$ cat src/hdl/eoe_pkg.sv
// ============================================================================
// eoe_pkg: shared types, constants and functions of the ease-out elastic curve
// Holds the default configuration, the CORDIC angle table, the square-root
// helper for the power-of-two roots and the saturation function.
// ============================================================================
package eoe_pkg;

    // Default configuration of the curve.
    localparam int SINE_TABLE_DEPTH_DEF = 1024;
    localparam int EXP_TABLE_DEPTH_DEF  = 256;
    localparam int FRACTION_BITS_DEF    = 16;

    // CORDIC rotation settings.
    localparam int CORDIC_STEPS = 30;
    localparam logic signed [33:0] CORDIC_GAIN = 34'sd652032874;

    // Power-of-two multiplier chain length (one stage per fraction bit).
    localparam int EXP_STEPS = 16;

    // Latencies of the pipeline sections in cycles.
    localparam int SINE_LATENCY = CORDIC_STEPS + 4;
    localparam int EXP_LATENCY  = EXP_STEPS + 2;
    localparam int MIX_LATENCY  = 4;

    // Reciprocal of three for the angle scaling, valid for 20-bit dividends.
    localparam logic [20:0] RECIP_THREE = 21'd1398102;

    // Arc tangent of 2^-i in units of 2^32 per turn.
    localparam logic [29:0] TURN_ATAN [CORDIC_STEPS] = '{
        30'd536870912, 30'd316933406, 30'd167458907, 30'd85004756, 30'd42667331,
        30'd21354465, 30'd10679838, 30'd5340245, 30'd2670163, 30'd1335087,
        30'd667544, 30'd333772, 30'd166886, 30'd83443, 30'd41722, 30'd20861,
        30'd10430, 30'd5215, 30'd2608, 30'd1304, 30'd652, 30'd326, 30'd163,
        30'd81, 30'd41, 30'd20, 30'd10, 30'd5, 30'd3, 30'd1
    };

    // Items that travel beside the curve computation.
    typedef struct packed {
        logic               zero;
        logic               full;
        logic signed [31:0] start;
        logic signed [31:0] change;
    } side_t;

    // Integer square root, evaluated at elaboration time only.
    function automatic logic [63:0] isqrt64(input logic [63:0] num);
        logic [63:0] n;
        logic [63:0] res;
        logic [63:0] bitv;
        n    = num;
        res  = 64'd0;
        bitv = 64'd1 << 62;
        for (int j = 0; j < 32; j++) begin
            if (bitv > n) begin
                bitv = bitv >> 2;
            end
        end
        for (int j = 0; j < 32; j++) begin
            if (bitv != 64'd0) begin
                if (n >= res + bitv) begin
                    n   = n - (res + bitv);
                    res = (res >> 1) + bitv;
                end else begin
                    res = res >> 1;
                end
                bitv = bitv >> 2;
            end
        end
        return res;
    endfunction

    // Root 2^30 * 2^-(2^-k) for the k-th multiplier stage.
    function automatic logic [29:0] exp_root(input int k);
        logic [63:0] r;
        r = isqrt64(64'd1 << 59);
        for (int j = 1; j < k; j++) begin
            r = isqrt64(r << 30);
        end
        return r[29:0];
    endfunction

    // Saturate a wide sum to the signed 32-bit range.
    function automatic logic [31:0] sat32(input logic signed [34:0] v);
        if (v > 35'sd2147483647) begin
            return 32'h7FFF_FFFF;
        end else if (v < -35'sd2147483648) begin
            return 32'h8000_0000;
        end
        return v[31:0];
    endfunction

endpackage

$ cat src/hdl/eoe_mix.sv
// ============================================================================
// eoe_mix: scaling, offset and saturation of the eased value
// Multiplies sine by decay, scales the change amount in two partial products,
// adds start and change and selects the endpoint cases.
// ============================================================================
module eoe_mix (
    input  logic                aclk,
    input  logic                en,
    input  eoe_pkg::side_t      side_in,
    input  logic signed [16:0]  sine_in,
    input  logic [16:0]         exp_in,
    output logic [31:0]         eased_out
);
    import eoe_pkg::*;

    side_t side_reg [3];

    // Stage 1: sine times decay.
    logic signed [34:0] m_full;
    logic signed [32:0] m_reg;

    always_comb begin
        m_full = 35'(sine_in) * 35'($signed({1'b0, exp_in}));
    end

    always_ff @(posedge aclk) begin
        if (en) begin
            m_reg       <= m_full[32:0];
            side_reg[0] <= side_in;
        end
    end

    // Stage 2: change times the low and high halves of the factor.
    logic signed [48:0] plo_next;
    logic signed [48:0] phi_next;
    logic signed [48:0] plo_reg;
    logic signed [48:0] phi_reg;

    always_comb begin
        plo_next = 49'(side_reg[0].change) * 49'($signed({1'b0, m_reg[15:0]}));
        phi_next = 49'(side_reg[0].change) * 49'($signed(m_reg[32:16]));
    end

    always_ff @(posedge aclk) begin
        if (en) begin
            plo_reg     <= plo_next;
            phi_reg     <= phi_next;
            side_reg[1] <= side_reg[0];
        end
    end

    // Stage 3: combine the partial products and scale down by 2^31.
    logic signed [65:0] full_prod;
    logic signed [33:0] prod_reg;

    always_comb begin
        full_prod = (66'(phi_reg) <<< 16) + 66'(plo_reg);
    end

    always_ff @(posedge aclk) begin
        if (en) begin
            prod_reg    <= full_prod[64:31];
            side_reg[2] <= side_reg[1];
        end
    end

    // Stage 4: offsets, saturation and endpoint selection.
    logic signed [34:0] bc_sum;
    logic signed [34:0] total;
    logic [31:0]        eased_next;
    logic [31:0]        eased_reg;

    always_comb begin
        bc_sum = 35'(side_reg[2].start) + 35'(side_reg[2].change);
        total  = bc_sum + 35'(prod_reg);
        priority if (side_reg[2].zero) begin
            eased_next = side_reg[2].start;
        end else if (side_reg[2].full) begin
            eased_next = sat32(bc_sum);
        end else begin
            eased_next = sat32(total);
        end
    end

    always_ff @(posedge aclk) begin
        if (en) begin
            eased_reg <= eased_next;
        end
    end

    assign eased_out = eased_reg;

endmodule

$ cat config.mk
export PLATFORM = sky130hd
export DESIGN_NAME = eoe_mix
export DESIGN_NICKNAME = d
export VERILOG_FILES = /design/src/hdl/eoe_pkg.sv /design/src/hdl/eoe_mix.sv
export SDC_FILE = /design/constraint.sdc
export NUM_CORES = 2
export LEC_CHECK = 0
export BUFFER_PORTS_ARGS = -buffer_cell sky130_fd_sc_hd__buf_2
export CAP_MARGIN = 10
export CORE_AREA = 5 5 330 332
export CTS_CLUSTER_DIAMETER = 100
export CTS_CLUSTER_SIZE = 24
export DETAILED_ROUTE_END_ITERATION = 12
export DIE_AREA = 0 0 335 337
export HOLD_SLACK_MARGIN = 0.05
export MAX_ROUTING_LAYER = met4
export PLACE_DENSITY = 0.74
export SYNTH_ARGS = -nofsm -noshare
export SYNTH_HDL_FRONTEND = slang
export SYNTH_SLANG_ARGS = --single-unit
$ cat constraint.sdc
create_clock -name aclk -period 19.3 [get_ports aclk]
set_input_delay 0.965 -clock aclk [delete_from_list [all_inputs] [get_ports aclk]]
set_output_delay 0.965 -clock aclk [all_outputs]
set_load 0.02 [all_outputs]
Word-level counts from Yosys, hierarchy flattened
Memory sizes are Yosys's and may differ from the RTL's.
Cells that the tools add are included.
Widths: inputs -> output; s select.
{"block": "op_classes", "n_shift": 0, "multipliers": 3, "magnitude_cmp": 4, "n_div": 0, "n_eq_ne": 0, "muxes": 18, "add_sub_neg": 3, "bitwise_logic": 0, "reduce_logical": 0}
{"cell": "$mux 32", "count": 8}
{"cell": "$mul 32x17->49", "count": 2}
{"cell": "$add 65x49->65", "count": 1}
{"cell": "$add 33x34->35", "count": 1}
{"cell": "$gt 35x32->1 const B", "count": 1}
{"cell": "$lt 35x32->1 const B", "count": 1}
{"cell": "$add 32x32->33", "count": 1}
{"cell": "$gt 33x32->1 const B", "count": 1}
{"cell": "$lt 33x32->1 const B", "count": 1}
{"cell": "$mul 17x18->33", "count": 1}
{"cell": "$mux 1", "count": 10}
{"block": "word_totals", "in_bits": 102, "mem_bits_rw": 198, "reg_bits": 197, "latch_bits": 0, "memories": 1, "rom_bits": 0, "elab_cells": 34, "out_inout_bits": 32}
{"memory": "side_reg", "depth": 3, "word_bits": 66, "rd": 3, "rd_clocked_by_memory_dff": 0, "wr": 3, "line": "eoe_mix.sv:16", "rtl": "side_t side_reg [3];"}

Logic depth before layout (Yosys ltp)
{"block": "logic_depth", "ltp_word": 10, "mapped_depth": 25, "mapped_depth_nobuf": 24}

Worst setup path after synthesis
OpenSTA, ideal clock, no wires.
{"block": "synth_timing", "path_type": "input-to-reg", "start": "input sine_in[5]", "end": "register m_reg[32], data pin", "n_path_buf": 2, "stages": 25, "arrival_ns": 6.817, "setup_slack_ns": 12.223, "setup_time_ns": 0.260, "required_ns": 19.040, "cell_sequence": "clkbuf_1 > clkbuf_1 > nand2_1 > fa_1 > inv_1 > fa_1 > inv_1 > fa_1 > inv_1 > fa_1 > inv_1 > fa_1 > inv_1 > fa_1 > ha_1 > and3_1 > a221oi_1 > nor2_1 > nor2_1 > a31oi_1 > nor4bb_1 > o31ai_1 > a31o_2 > a21oi_1 > xnor2_1"}
{"block": "synth_via", "elab_chain_cells": 1}
{"element": "start: declaration", "line": "eoe_mix.sv:10", "rtl": "input logic signed [16:0] sine_in,"}
{"element": "$mul 17x18->33", "line": "eoe_mix.sv:23", "rtl": "m_full = 35'(sine_in) * 35'($signed({1'b0, exp_in}));"}
{"element": "named net m_full[32]", "line": "eoe_mix.sv:19", "rtl": "logic signed [34:0] m_full;"}
{"element": "end signal: assignment", "line": "eoe_mix.sv:28", "rtl": "m_reg <= m_full[32:0];"}
{"element": "end: declaration", "line": "eoe_mix.sv:20", "rtl": "logic signed [32:0] m_reg;"}
The timed path passes the listed nets, and every way through them passes these cells.
A chain may end at the register's enable or synchronous reset.

==> metrics.sh <==
POST_CTS_RESIZE_COUNT=0
AREA.GROWTH.SYNTH_TO_FINAL_PCT=4.267
SYNTH_CELL_TYPE_COUNT=86
MOST-COMMON-LAYOUT-CELLS='sky130_fd_sc_hd__inv_1, sky130_fd_sc_hd__fa_1, sky130_fd_sc_hd__nand2_1'
GRT_ANTENNA_BEFORE_REPAIR=2
LAYOUT.CELLS.MOST_COMMON='sky130_fd_sc_hd__inv_1'
MAXCAPVIOLATIONS=0
CTS-BUFFERS-INSERTED=25
SYNTH_TOP_CELL_BY_AREA='sky130_fd_sc_hd__fa_1'
DR.FIRST_ITER.DRC_COUNT=3123
R2R_SLACK_NS=11.89
REQUIRED_NS=19.66
SETUP_REPAIR_AFTER_GLOBAL_ROUTING_MISSED_ITS_MARGIN='false'
SYNTHESIZED_CELL_AREA_MM2=0.06281
CP-START-KIND='flop'
CTSHOLDBUFFERS=0
CLK_PIN_SLEW_WORST_PATHS_NS=0.09
DETAILROUTE.VIA_COUNT=43290
FLIP_FLOP_COUNT_OF_THE_LARGEST_REGISTER_ALL_COPIES_AND_WORDS_ADDED=198
DRT-TOTAL-WL_UM=151100
GRT_PASS1_WL_UM=249200
SYNTH_LARGEST_TYPE_AREA_FRACTION_PCT=39.33
MULTIINPUTGATEAREA_MM2=0.04525
FINAL_CELL_COUNT_NO_FILL=7670
GP_CONGESTION=0.9238
FLOORPLAN.INITIALDENSITY_PCT=59.25
SYNTH_SEQ_AREA_SHARE_PCT=18.12
DATA_ARRIVAL_TIME_OF_THE_WORST_PATH_NS=7.77
TIGHTESTPINTRANSITION_NS=1.140
DRC_ERRORS=0
LAYOUT.NETS=8049
TIMING.SETUP.CRITICAL_PATH_CLASS='reg2reg'
IO_BUFFERS=133
ASYNCSETRESETFLOPFRACSYNTH_PCT=0
FINAL_MAX_SLEW_VIOL_COUNT=0
POSTSYNTHREGISTERBITS=379
CTSHTREEMAXLEVEL=1
SETUP_VIOL=0
SYNTH_TOP_FLOP_CELL='sky130_fd_sc_hd__edfxtp_1'
FLOORPLAN.IO_PINS=134
CLOCK_TREE_FROM_TRITONCTS='yes'
AREA.SEQUENTIAL_MM2=0.01138
GLOBALROUTEOVERFLOWTOTAL=0
FIRST_GLOBAL_VIAS=47570
TIMING.MAX_SLEW.REL_SLACK_PCT=23.99
VIASPERCELL=5.644
SYNTH_EDF_COUNT=379
YOSYS_WARNS=0
DIE-AREA_MM2=0.1129
POST_ROUTE_CELLS_DRIVE_ABOVE_1_SHARE_PCT=4.998
CHIPWIDTH_UM=335
SYNTH_AREA_PER_CELL_UM2=9.949
BIGGEST_FANOUT_ALONG_THE_WORST_TIMING_PATH=34
CTS_SINKS=379
FINALSETUPTNS_NS=0
TOT_GR_TRACK_USE_PCT=28.38
CTS-ROOT-TO-SINK-BUFFERS=3
HP-CLASS='reg2reg'
WORST_CLOCK_SKEW_NS=0.02303
NUM-FILL-CELLS=8773
CTS_SETUP_BUFFERS=0
WORST_SETUP_PATH_END_KIND='flop'
SYN-NUM-NETS=8109
DESIGN.CORE.AREA_MM2=0.1060
HOLD_VIOLATIONS=0
CLOCK-ROOT-BUFFER='sky130_fd_sc_hd__clkbuf_16'
FMAXACHIEVABLE_MHz=134.9
FP.DIEH_UM=337
HPWLAFTERDP_UM=115700
YS_TOP_CELLS_BY_AREA='sky130_fd_sc_hd__fa_1, sky130_fd_sc_hd__edfxtp_1, sky130_fd_sc_hd__ha_1'
INSERTION_DELAY_NS=0.61
POST_DRT_WL_PER_CELL_UM=19.70
DP.CELLS=7627
SYNTH_CELLS=6313
FINAL_PERIOD_MINUS_WORST_SETUP_SLACK_NS=7.412
OUTCOME='finished clean'
ROW_COUNT=120
ANT_NETS=0
MIN_PERIOD_OVER_PERIOD_PCT=38.41
DR.PASS1.ITERS=10
GRT_MAX_DEGREE=108
-- synth_stat cells (5+ instances only) --
library cell                count
sky130_fd_sc_hd__ha_1         460
sky130_fd_sc_hd__nor2b_1       17
sky130_fd_sc_hd__a221oi_1       5
sky130_fd_sc_hd__o31ai_1        6
sky130_fd_sc_hd__nand4_1       32
sky130_fd_sc_hd__fa_1        1234
sky130_fd_sc_hd__clkbuf_1     281
sky130_fd_sc_hd__nand2_1      922
sky130_fd_sc_hd__a21oi_1      177
sky130_fd_sc_hd__and3_1        24
sky130_fd_sc_hd__o22ai_1        5
sky130_fd_sc_hd__a211oi_1      48
sky130_fd_sc_hd__a21o_1       111
sky130_fd_sc_hd__a221oi_2      31
sky130_fd_sc_hd__nor2_1        98
sky130_fd_sc_hd__o21bai_1      28
sky130_fd_sc_hd__nand3_1       37
sky130_fd_sc_hd__inv_1       1341
sky130_fd_sc_hd__a31oi_1       24
sky130_fd_sc_hd__a2111oi_0      5
sky130_fd_sc_hd__xor2_1        60
sky130_fd_sc_hd__o21a_1        28
sky130_fd_sc_hd__nand2b_1      65
sky130_fd_sc_hd__xnor2_1      151
sky130_fd_sc_hd__o211ai_1      13
sky130_fd_sc_hd__a31o_2         5
sky130_fd_sc_hd__and2_1       499
sky130_fd_sc_hd__nor3_1        25
sky130_fd_sc_hd__a21boi_0       5
sky130_fd_sc_hd__edfxtp_1     379
sky130_fd_sc_hd__o31a_1         9
sky130_fd_sc_hd__o21ai_0       93
-- critical path: stages (launching register included) --
cell	delay (ns)
sky130_fd_sc_hd__edfxtp_1	0.35
sky130_fd_sc_hd__buf_4	0.45
sky130_fd_sc_hd__nand2_1	0.16
sky130_fd_sc_hd__fa_1	0.57
sky130_fd_sc_hd__inv_1	0.07
sky130_fd_sc_hd__fa_1	0.53
sky130_fd_sc_hd__inv_1	0.05
sky130_fd_sc_hd__fa_1	0.49
sky130_fd_sc_hd__fa_1	0.55
sky130_fd_sc_hd__inv_1	0.05
sky130_fd_sc_hd__fa_1	0.39
sky130_fd_sc_hd__fa_1	0.48
sky130_fd_sc_hd__ha_1	0.36
sky130_fd_sc_hd__a211oi_1	0.33
sky130_fd_sc_hd__nand2_1	0.11
sky130_fd_sc_hd__o211ai_2	0.29
sky130_fd_sc_hd__o211ai_1	0.23
sky130_fd_sc_hd__a21oi_1	0.58
sky130_fd_sc_hd__o31ai_1	0.17
sky130_fd_sc_hd__a21o_1	0.24
sky130_fd_sc_hd__a2111oi_0	0.40
sky130_fd_sc_hd__nor3_1	0.14
sky130_fd_sc_hd__xnor2_1	0.14
-- per-layer routing --
| metal | track usage (%) | wire [µm] | vias up |
|---|---|---|---|
| met4 | 8.054 | 4541 | 0 |
| met1 | 37.27 | 62230 | 22020 |
| met2 | 46.68 | 72160 | 1720 |
| li1 | - | - | 19230 |
| met3 | 4.253 | 12140 | 319 |
| met5 | - | 0 | - |
-- per-stage QoR --
| stage | utilization [%] | setup WS, ns | hold slack [ns] | area [µm²] |
|---|---|---|---|---|
| final | 61.78 | 11.89 | 0.4159 | 65490 |
| after global routing | 61.78 | 11.47 | 0.4293 | 65480 |
| after CTS | 61.72 | 11.82 | 0.4043 | 65420 |
| after detailed placement | 60.96 | 11.73 | 0.4045 | 64620 |
| after global placement | 60.96 | 11.80 | 0.4012 | 64620 |
| after floorplan | - | 12.22 | 0.4003 | 62810 |
-- cells by family after synthesis --
group	count (synthesis)	synth area share (%)
and+or+nand+nor	1746	13.29
adders and majority gates	1694	48.49
buffers and inverters	1633	9.857
AOI/OAI and AO/OA	650	7.297
DFF	379	18.12
xor gates and xnor gates	211	2.942
-- final cells by class --
cell class,instances,area share [%]
repair buffers,205,1.918
flip-flops and latches,379,17.38
well taps,1403,2.680
clock inverters,12,0.2770
multi-input cells,4301,69.09
clock buffers,25,0.9553
inverters,1341,7.686
diodes,4,0.01528
-- worst paths after layout --
path | from | end | depth (start not counted)
max | side_reg[0][10]$_DFFE_PP_ | phi_reg[46]$_DFFE_PP_ | 22
max reg2reg | side_reg[0][10]$_DFFE_PP_ | phi_reg[46]$_DFFE_PP_ | 22
min reg2reg | side_reg[0][69]$_DFFE_PP_ | side_reg[0][135]$_DFFE_PP_ | 0
min | side_reg[0][69]$_DFFE_PP_ | side_reg[0][135]$_DFFE_PP_ | 0
Power is not shown: default switching activity piles up to over one toggle a cycle in this logic, so the estimate is an artifact.
