## src/hdl/eoe_pkg.sv

```systemverilog
// ============================================================================
// eoe_pkg: shared types, constants and functions of the ease-out elastic curve
// Holds the default configuration, the CORDIC angle table, the square-root
// helper for the power-of-two roots and the saturation function.
// ============================================================================
package eoe_pkg;

    // Default configuration of the curve.
    localparam int SINE_TABLE_DEPTH_DEF = 1024;
    localparam int EXP_TABLE_DEPTH_DEF  = 256;
    localparam int FRACTION_BITS_DEF    = 16;

    // CORDIC rotation settings.
    localparam int CORDIC_STEPS = 30;
    localparam logic signed [33:0] CORDIC_GAIN = 34'sd652032874;

    // Power-of-two multiplier chain length (one stage per fraction bit).
    localparam int EXP_STEPS = 16;

    // Latencies of the pipeline sections in cycles.
    localparam int SINE_LATENCY = CORDIC_STEPS + 4;
    localparam int EXP_LATENCY  = EXP_STEPS + 2;
    localparam int MIX_LATENCY  = 4;

    // Reciprocal of three for the angle scaling, valid for 20-bit dividends.
    localparam logic [20:0] RECIP_THREE = 21'd1398102;

    // Arc tangent of 2^-i in units of 2^32 per turn.
    localparam logic [29:0] TURN_ATAN [CORDIC_STEPS] = '{
        30'd536870912, 30'd316933406, 30'd167458907, 30'd85004756, 30'd42667331,
        30'd21354465, 30'd10679838, 30'd5340245, 30'd2670163, 30'd1335087,
        30'd667544, 30'd333772, 30'd166886, 30'd83443, 30'd41722, 30'd20861,
        30'd10430, 30'd5215, 30'd2608, 30'd1304, 30'd652, 30'd326, 30'd163,
        30'd81, 30'd41, 30'd20, 30'd10, 30'd5, 30'd3, 30'd1
    };

    // Items that travel beside the curve computation.
    typedef struct packed {
        logic               zero;
        logic               full;
        logic signed [31:0] start;
        logic signed [31:0] change;
    } side_t;

    // Integer square root, evaluated at elaboration time only.
    function automatic logic [63:0] isqrt64(input logic [63:0] num);
        logic [63:0] n;
        logic [63:0] res;
        logic [63:0] bitv;
        n    = num;
        res  = 64'd0;
        bitv = 64'd1 << 62;
        for (int j = 0; j < 32; j++) begin
            if (bitv > n) begin
                bitv = bitv >> 2;
            end
        end
        for (int j = 0; j < 32; j++) begin
            if (bitv != 64'd0) begin
                if (n >= res + bitv) begin
                    n   = n - (res + bitv);
                    res = (res >> 1) + bitv;
                end else begin
                    res = res >> 1;
                end
                bitv = bitv >> 2;
            end
        end
        return res;
    endfunction

    // Root 2^30 * 2^-(2^-k) for the k-th multiplier stage.
    function automatic logic [29:0] exp_root(input int k);
        logic [63:0] r;
        r = isqrt64(64'd1 << 59);
        for (int j = 1; j < k; j++) begin
            r = isqrt64(r << 30);
        end
        return r[29:0];
    endfunction

    // Saturate a wide sum to the signed 32-bit range.
    function automatic logic [31:0] sat32(input logic signed [34:0] v);
        if (v > 35'sd2147483647) begin
            return 32'h7FFF_FFFF;
        end else if (v < -35'sd2147483648) begin
            return 32'h8000_0000;
        end
        return v[31:0];
    endfunction

endpackage

```

## src/hdl/eoe_div.sv

```systemverilog
// ============================================================================
// eoe_div: pipelined restoring divider for the time fraction
// Produces floor(elapsed * 2^F / duration) for elapsed below duration,
// one quotient bit per stage.
// ============================================================================
module eoe_div #(
    parameter int FRAC_BITS = eoe_pkg::FRACTION_BITS_DEF
) (
    input  logic                 aclk,
    input  logic                 en,
    input  logic [15:0]          el_in,
    input  logic [15:0]          du_in,
    output logic [FRAC_BITS-1:0] xq_out
);
    import eoe_pkg::*;

    logic [15:0]          rem_reg [FRAC_BITS];
    logic [15:0]          du_reg  [FRAC_BITS];
    logic [FRAC_BITS-1:0] quo_reg [FRAC_BITS];

    genvar j;
    generate
        for (j = 0; j < FRAC_BITS; j++) begin : g_stage
            logic [15:0]          rem_prev;
            logic [15:0]          du_prev;
            logic [FRAC_BITS-1:0] quo_prev;
            logic [16:0]          rem_dbl;
            logic                 ge;
            logic [15:0]          rem_next;
            logic [FRAC_BITS-1:0] quo_next;

            if (j == 0) begin : g_first
                assign rem_prev = el_in;
                assign du_prev  = du_in;
                assign quo_prev = '0;
            end else begin : g_rest
                assign rem_prev = rem_reg[j-1];
                assign du_prev  = du_reg[j-1];
                assign quo_prev = quo_reg[j-1];
            end

            // Shift the partial remainder and try one subtraction.
            always_comb begin
                rem_dbl  = {rem_prev, 1'b0};
                ge       = (rem_dbl >= {1'b0, du_prev});
                rem_next = ge ? 16'(rem_dbl - {1'b0, du_prev}) : rem_dbl[15:0];
                quo_next = {quo_prev[FRAC_BITS-2:0], ge};
            end

            always_ff @(posedge aclk) begin
                if (en) begin
                    rem_reg[j] <= rem_next;
                    du_reg[j]  <= du_prev;
                    quo_reg[j] <= quo_next;
                end
            end
        end
    endgenerate

    assign xq_out = quo_reg[FRAC_BITS-1];

endmodule

```

## config.mk

```make
export PLATFORM = sky130hd
export DESIGN_NAME = eoe_div
export DESIGN_NICKNAME = d
export VERILOG_FILES = /design/src/hdl/eoe_pkg.sv /design/src/hdl/eoe_div.sv
export SDC_FILE = /design/constraint.sdc
export NUM_CORES = 1
export LEC_CHECK = 0
export BUFFER_PORTS_ARGS = -buffer_cell sky130_fd_sc_hd__buf_2
export CAP_MARGIN = 15
export CORE_MARGIN = 3
export CORE_UTILIZATION = 55
export CTS_CLUSTER_SIZE = 30
export DETAILED_ROUTE_END_ITERATION = 8
export PLACE_DENSITY = 0.74
export SLEW_MARGIN = 20
export SYNTH_ARGS = -nofsm -noshare
export SYNTH_HDL_FRONTEND = slang
export SYNTH_SLANG_ARGS = --single-unit
```

## constraint.sdc

```tcl
create_clock -name aclk -period 7.4 [get_ports aclk]
set_input_delay 0.37 -clock aclk [delete_from_list [all_inputs] [get_ports aclk]]
set_output_delay 0.37 -clock aclk [all_outputs]
set_load 0.005 [all_outputs]
```

# --- Word level (Yosys, flattened, before mapping) ---
# Memory sizes are Yosys's and may differ from the RTL's.
# Cells that the tools add are included.
totals:
  memories: 3
  output_inout_bits: 16
  ramBits: 768
  regBits: 0
  elab_cells: 53
mem_list:
  columns: ["memory", "depth", "width", "rd", "rd_ports_with_merged_regs", "write_ports", "line_no", "text"]
  rows:
  - ["du_reg", 16, 16, 15, 0, 16, "eoe_div.sv:18", "logic [15:0] du_reg [FRAC_BITS];"]
  - ["quo_reg", 16, 16, 16, 0, 16, "eoe_div.sv:19", "logic [FRAC_BITS-1:0] quo_reg [FRAC_BITS];"]
  - ["rem_reg", 16, 16, 15, 0, 16, "eoe_div.sv:17", "logic [15:0] rem_reg [FRAC_BITS];"]
classes:
  muxes: 18
  n_lt_le_gt_ge: 16
  n_addsub: 16
ops:
  columns: ["operator", "count"]
  rows:
  - ["$ge 17x16->1", 16]
  - ["$mux 16", 16]
  - ["$sub 16x16->16", 16]
  - ["$mux 1", 2]

# --- Logic depth before layout (Yosys ltp) ---
# Gate-level depths: netlist of run 1.
# An unclocked memory read counts as a cell.
logic_depth:
  ltp_word: 3
  depth_mapped: 12

# --- Least setup slack after synthesis of run 1 ---
# No wires, ideal clock.
synth_timing:
  kind: "register to register"
  start: "memory du_reg[8][1], in the netlist du_reg[1][1]"
  end: "memory rem_reg[9][8], in the netlist rem_reg[1][24] (data pin)"
  period_less_slack_ps: 3074
  stages_incl_launch_ff: 12
  setup_time_ps: 260
  required_ps: 7140
  setup_slack_ps: 4326
  t_arrival_ps: 2813
  path_cell_list: "edfxtp_1 -> inv_1 -> ha_1 -> nor2b_1 -> o31a_1 -> o31a_1 -> o41ai_4 -> o31a_2 -> o21ai_2 -> a41oi_4 -> buf_12 -> mux2_4"
synth_rtl:
  columns: ["item", "line_no"]
  rows:
  - ["from (decl)", "eoe_div.sv:18"]
  - ["to (decl)", "eoe_div.sv:17"]

==> results.cfg, run 1 <==
[run_status]
status = completed

[timing]
tns_ns = 0
report.final.slew_viol_count = 0
grt_setup_unrepaired = no
hold_slack_ns = 0.0376
period_share = 0.493
worst_slew_pin_slew_ns = 1.06
clock_skew_ns = 0.0202
period_minus_slack_ns = 3.65
setup_viol = 0
finalHoldViolations = 0
fmax_ghz = 0.274
setup_ws_ns = 3.75
relSlewSlack = 0.286

[clock_network]
cts_tree = built
htree_levels = 3
cts_max_path_buffers = 3
post_cts_buffers = 0
root_buffer = clkbuf_16
cts_made_buffers = 67
path_clk_slew_ns = 0.06
clk_latency_ns = 0.59
cts_sinks = 616

[die]
core-area_um2 = 59400
chipHeight_um = 252
pin_count = 50
die-area_um2 = 63300
start_util = 0.559
chipWidth_um = 252
rows = 89

[placement]
portBuffers = 49
place_congestion = 0.905
placed_cells = 3561
dp_hpwl_mm = 49.7
placed_area_um2 = 34400
pre_cts_ws_ns = 3.82

[finish]
final_common_cell = edfxtp_1
fin_area_um2 = 36700
final_cell_mix = edfxtp_1, inv_1, ha_1
stdcell_count = 3696
fillers = 4554
area_delta_synth_final_pct = 10.7
final_layout_size_suffix_gt1_frac = 0.104
insertedDiodeCount = 0
fin_nets = 3176

[route]
wirelength_mm = 68.0
ant_nets = 0
drt-met1-wl_mm = 29.5
vias_per_cell = 5.76
wl_per_cell_um = 18.4
wl_met3_mm = 3.52
drt_pass1_iterations = 7
drtIter0Drc = 1623
vias = 21299
dr.max_layer_used = met4
drc = 0
met2_length_mm = 32.9

[worst_hold_path]
hold_path_class = input pin to flip-flop
min_path_cells = 1

[synth]
ys_types = 71
synth_cells = 2762
yosysSeqAreaShare = 0.558
synth_fp_nets = 3066
yosysWarnings = 0
async_flop_share = 0
synth-edff-count = 616
syn_area_um2 = 33200
avgSynthCellArea_um2 = 12.0
ys_dominant_reg_cell = edfxtp_1
synth_seq_cells = 616

[critical_path]
crit_path_end_kind = flip-flop
crit_type = flip-flop to flip-flop
worstPathArrival_ns = 3.98
path_max_fanout = 16
worstRegToRegCells = 10
critPathLaunchType = flip-flop
reg2reg_slack_ns = 3.75
crit_required_ns = 7.73

[pwr]
cellPowerDensity_nw_per_um2 = 432
p_leak_uw = 0.0150
ir_drop_v = 0.000226

[global_route]
grt_pass1_wl_mm = 110
grt_pass1_vias = 21128
grt_max_degree = 198
antenna_found_initial = 1
overflow = 0
track_usage = 0.216

[job]
max_cap_violations = 0
==> power breakdown <==
group          leakage, uW  internal, uW  switching, uW
Clock              0.00108          1960           1340
Sequential         0.00604          5180            517
Combinational      0.00786          3080           3780
==> area by class of cell <==
type / count / area (um2) / area share
Sequential cell: 616 / 18500 / 0.504
Inverter: 315 / 1180 / 0.0322
Clock buffer: 82 / 1820 / 0.0495
Timing Repair Buffer: 74 / 518 / 0.0141
Multi-Input combinational cell: 1798 / 13400 / 0.364
Tap cell: 773 / 967 / 0.0263
Clock inverter: 38 / 364 / 0.00991
==> per-layer routing <==
metal | GRT usage | up-vias
met5 | 0 | -
met2 | 0.365 | 560
met4 | 0.0724 | 0
met3 | 0.0371 | 129
li1 | - | 10376
met1 | 0.285 | 10234
==> worst max-delay path: stages, from the launching register on <==
cell	delay, ns
edfxtp_1	0.42
inv_1	0.09
ha_1	0.25
nor2b_1	0.16
o21bai_1	0.19
nand3_1	0.17
a311oi_1	0.58
o21ai_0	0.18
a21oi_1	0.31
a21o_1	0.63
mux2_2	0.41
==> stage by stage <==
stage,total power (uW),util
floorplan,10800,-
global placement,12200,0.579
detailed placement,12500,0.579
CTS,15900,0.619
global route,16900,0.619
finish,15900,0.619
==> Yosys cell counts (61+ instances only) <==
cell,number,area [um2]
xnor2_1,95,832
inv_1,315,1180
a21oi_1,144,721
edfxtp_1,616,18500
o21ai_0,151,756
nor2_1,182,683
a21o_1,61,458
nand2_1,169,634
nor3_1,64,320
ha_1,255,3190
mux2_2,109,1230
xor2_1,63,552
==> kinds of logic (layout without fill, tap and decap cells) <==
group,count (synthesis),after routing,synth area share
compound gates,605,605,0.120
fa+ha+maj,270,270,0.105
mux,130,130,0.0447
buf+inv,348,509,0.0406
simple gates,635,635,0.0904
xor+xnor,158,158,0.0417
flops,616,616,0.558
==> worst paths after layout <==
check / startpoint / end
setup / recovery: du_reg[0][65] / rem_reg[0][83]
hold / removal: du_in[0] / du_reg[0][0]
setup reg to reg: du_reg[0][65] / rem_reg[0][83]
hold reg to reg: quo_reg[0][0] / quo_reg[0][17]
==> what timing repair did <==
| item | 4_1_cts | 5_1_grt |
|---|---|---|
| gates resized for setup | 0 | 0 |
| endpoints found under the hold margin | 15 | 0 |
| hold buffers | 15 | 0 |
No activity file was read; power rests on OpenSTA's default activity.
==> run 2: changes to the inputs <==
==> constraint.sdc (replaced) <==
create_clock -name aclk -period 3.5 [get_ports aclk]
set_input_delay 0.175 -clock aclk [delete_from_list [all_inputs] [get_ports aclk]]
set_output_delay 0.175 -clock aclk [all_outputs]
set_load 0.005 [all_outputs]
==> results.cfg, run 2 (synthesis results as in run 1) <==
[finish]
fin_nets = 3216
final_cell_mix = edfxtp_1, inv_1, ha_1
final_layout_size_suffix_gt1_frac = 0.114
final_common_cell = edfxtp_1
multi_input_area_um2 = 13400
seq_area_um2 = 18500
area_delta_synth_final_pct = 12.5
fin_area_um2 = 37300
fillers = 4388

[timing]
clock_skew_ns = 0.0458
setup_ws_ns = 0.110
worst_slew_pin_slew_ns = 0.965
period_share = 0.969
grt_setup_unrepaired = no
finalHoldViolations = 0
relSlewSlack = 0.357
setup_viol = 0
fmax_ghz = 0.295
period_minus_slack_ns = 3.39
report.final.slew_viol_count = 0
tns_ns = 0

[route]
ant_nets = 0
wirelength_mm = 68.4
vias_per_cell = 5.75
wl_per_cell_um = 18.3
vias = 21475
drtIter0Drc = 1619
drc = 0
drt_pass1_iterations = 5

[die]
pin_count = 50
rows = 89
chipWidth_um = 252
start_util = 0.559
core-area_um2 = 59400
chipHeight_um = 252
die-area_um2 = 63300

[critical_path]
path_max_fanout = 16
worstPathArrival_ns = 3.74
crit_type = flip-flop to flip-flop
crit_path_end_kind = flip-flop
critPathLaunchType = flip-flop
crit_required_ns = 3.85

[placement]
dp_hpwl_mm = 50.7
portBuffers = 49
placed_area_um2 = 34700
place_congestion = 0.888
pre_cts_ws_ns = 0.219

[clock_network]
cts_sinks = 616
clk_latency_ns = 0.63
cts_max_path_buffers = 3
htree_levels = 3
cts_made_buffers = 68
path_clk_slew_ns = 0.06
cts_tree = built
root_buffer = clkbuf_16

[global_route]
grt_pass1_vias = 21351
overflow = 0
grt_pass1_wl_mm = 110
grt_max_degree = 112
antenna_found_initial = 0
track_usage = 0.217

[job]
max_cap_violations = 0

[pwr]
pwr-share-seq = 0.355
cellPowerDensity_nw_per_um2 = 914
p_int_uw = 22000
p_leak_uw = 0.0152
swShare = 0.354
pwr-share-clk = 0.213
ir_drop_v = 0.000388
p_sw_uw = 12100
power_uw = 34100
combPwrFrac = 0.432

[run_status]
status = completed

[worst_hold_path]
hold_path_class = input pin to flip-flop
## run 2: metal layers
metal  global-route usage  vias to the layer above  part of all wire
met5                    0                        -                 0
met4               0.0776                        0             0.032
met3               0.0312                      148             0.044
met2                0.374                      541              0.49
met1                0.281                    10332              0.43
li1                     -                    10454                 -
## run 2: layout make-up
type                       count  share of cell area
sequential                   616               0.496
timing repair buffer         113              0.0261
multi-input combinational   1798               0.358
tap                          773              0.0259
antenna                        1           0.0000671
clock buffer                  78              0.0466
inverter                     315              0.0317
clock inverter                44              0.0155
## run 2: worst paths after layout
check | from | end | slack [ns] | cells past startpoint
min | en | rem_reg[0][114] | 0.04 | 1
min reg2reg | quo_reg[2][17] | quo_reg[2][34] | 0.39 | 0
max reg2reg | du_reg[0][68] | rem_reg[0][82] | 0.11 | 11
max | du_reg[0][68] | rem_reg[0][82] | 0.11 | 11
## run 2: stage by stage
stage                     std cells   util  hold slack (ns)
after floorplan                2762      -            0.274
after global placement         3585  0.584            0.374
after detailed placement       3585  0.584            0.374
after CTS                      3737  0.628           0.0124
after global routing           3737  0.629           0.0420
final                          3738  0.629           0.0449
## run 2: power groups by stage
| stage | combinational (uW) | sequential (uW) | clock [uW] |
|---|---|---|---|
| CTS | 14700 | 12100 | 7440 |
| floorplan | 11200 | 11600 | 0 |
| finish | 14800 | 12100 | 7270 |
| global route | 16400 | 12300 | 7760 |
| global placement | 13900 | 12200 | 0 |
| detailed placement | 14500 | 12200 | 0 |
## run 2: worst max-delay path: stages, from the launching register on
cell and delay [ns]:
edfxtp_1 0.43, inv_1 0.08, ha_1 0.26, nand3_1 0.17, o21bai_1 0.17, nand3_1 0.15
a311oi_1 0.59, o21ai_0 0.18, a21oi_1 0.31, a21o_1 0.17, buf_4 0.25, mux2_2 0.36
## run 2: what timing repair did
action	in CTS	in global routing
endpoints found under the setup margin	0	11
hold endpoints to repair	31	0
hold buffers	30	0
setup buffers	0	0
gates resized for setup	0	2
==> run 3: changes to the inputs <==
--- a/config.mk
+++ b/config.mk
@@ -7,11 +7,12 @@
 export LEC_CHECK = 0
 export BUFFER_PORTS_ARGS = -buffer_cell sky130_fd_sc_hd__buf_2
 export CAP_MARGIN = 15
-export CORE_MARGIN = 3
+export CORE_MARGIN = 2
 export CORE_UTILIZATION = 55
 export CTS_CLUSTER_SIZE = 30
 export DETAILED_ROUTE_END_ITERATION = 8
 export PLACE_DENSITY = 0.74
+export SETUP_SLACK_MARGIN = 0.15
 export SLEW_MARGIN = 20
 export SYNTH_ARGS = -nofsm -noshare
 export SYNTH_HDL_FRONTEND = slang
==> results.cfg, run 3 (synthesis results as in run 1) <==
[global_route]
antenna_found_initial = 0
grt_pass1_wl_mm = 111
grt_pass1_vias = 21633
grt_max_degree = 103
track_usage = 0.221
overflow = 0

[finish]
final_layout_size_suffix_gt1_frac = 0.112
area_delta_synth_final_pct = 11.6
final_cell_mix = edfxtp_1, inv_1, ha_1
stdcell_count = 3741
insertedDiodeCount = 0
final_common_cell = edfxtp_1
fillers = 4537
fin_nets = 3215

[clock_network]
clk_latency_ns = 0.61
cts_max_path_buffers = 3
cts_sinks = 616
path_clk_slew_ns = 0.05
cts_tree = built
cts_made_buffers = 67
root_buffer = clkbuf_16
htree_levels = 3

[pwr]
pwr-share-clk = 0.194
p_int_uw = 21400
p_sw_uw = 12000
p_leak_uw = 0.0151
combPwrFrac = 0.443
pwr-share-seq = 0.363
swShare = 0.359
ir_drop_v = 0.000404
cellPowerDensity_nw_per_um2 = 901

[critical_path]
crit_required_ns = 3.86
cp-startpoint = el_in[1]
critPathCapture = rem_reg[0][14]
worstRegToRegCells = 10
r2r_start = rem_reg[1][0]
crit_path_end_kind = flip-flop
worstPathArrival_ns = 3.61
path_max_fanout = 5
reg2reg_slack_ns = 0.27
crit_type = input pin to flip-flop
critPathLaunchType = input pin
r2r-end = rem_reg[1][20]

[run_status]
status = completed

[timing]
tns_ns = 0
period_share = 0.928
setup_ws_ns = 0.251
clock_skew_ns = 0.0199
relSlewSlack = 0.331
report.final.slew_viol_count = 0
fmax_ghz = 0.308
worst_slew_pin_slew_ns = 0.978
period_minus_slack_ns = 3.25
setup_viol = 0
grt_setup_unrepaired = no
finalHoldViolations = 0

[route]
drt_pass1_iterations = 5
ant_nets = 0
met2_length_mm = 33.9
dr.max_layer_used = met4
wl_met3_mm = 3.24
vias_per_cell = 5.81
drt-met1-wl_mm = 29.5
wl_per_cell_um = 18.4
wirelength_mm = 68.7
vias = 21723
drc = 0
drtIter0Drc = 1586

[job]
max_cap_violations = 0

[die]
chipHeight_um = 250
start_util = 0.553
die-area_um2 = 62300
chipWidth_um = 250
core-area_um2 = 60000
pin_count = 50
rows = 90

[placement]
pre_cts_ws_ns = 0.199
portBuffers = 49
placed_cells = 3591
dp_hpwl_mm = 50.3
place_congestion = 0.911

[worst_hold_path]
hold_path_class = input pin to flip-flop
## run 3: power groups by stage
stage / clock network [uW] / logic [uW] / registers [uW]
2_1_floorplan: 0 / 11200 / 11600
3_3_place_gp: 0 / 13700 / 12200
3_5_place_dp: 0 / 14400 / 12200
4_1_cts: 6640 / 14500 / 12100
5_1_grt: 6910 / 16400 / 12300
6_report: 6490 / 14800 / 12100
## run 3: what timing repair did
item,in CTS,in global routing
hold endpoints to repair,31,0
setup buffers,0,3
resized for setup,0,14
hold buffers,30,0
setup endpoints to repair,0,79
## run 3: how the worst min path moves through the flow
stage	from	end	slack [ns]	cells after the start
global placement	du_in[10]	du_reg[0][10]	0.37	1
detailed placement	du_in[4]	du_reg[0][4]	0.37	1
global route	en	du_reg[0][101]	0.07	1
finish	en	du_reg[0][101]	0.05	1
CTS	en	du_reg[0][101]	0.06	1
floorplan	du_in[0]	du_reg[0][0]	0.27	0
## run 3: metrics by stage
stage / power, uW / utilization / cell area (um2) / hold slack [ns]
after floorplan: 22800 / - / 33200 / 0.274
after global placement: 25900 / 0.577 / 34600 / 0.371
after detailed placement: 26600 / 0.577 / 34600 / 0.371
after CTS: 33300 / 0.615 / 36900 / 0.0609
after global routing: 35600 / 0.617 / 37000 / 0.0711
final: 33400 / 0.617 / 37000 / 0.0483
## run 3: area by class of cell
type / count / area [um2] / area share
multi-input cells: 1798 / 13400 / 0.363
inverters: 315 / 1180 / 0.0319
clock buffers: 83 / 1740 / 0.0469
repair buffers: 113 / 927 / 0.0250
well taps: 782 / 978 / 0.0264
flip-flops and latches: 616 / 18500 / 0.500
clock inverters: 34 / 264 / 0.00713
## run 3: worst max-delay path, stage by stage
cell	delay [ns]
dlygate4sd3_1	0.54
buf_2	0.13
ha_1	0.35
nor2b_1	0.16
o31a_1	0.27
o41ai_1	0.35
o21ai_0	0.22
o41ai_1	0.67
o21ai_0	0.23
xor2_1	0.18
mux2_1	0.31
## run 3: per-layer routing
metal  vias to the layer above  track usage
met4                         0       0.0862
met2                       646        0.376
met5                         -            0
met3                       129       0.0282
met1                     10494        0.291
li1                      10454            -
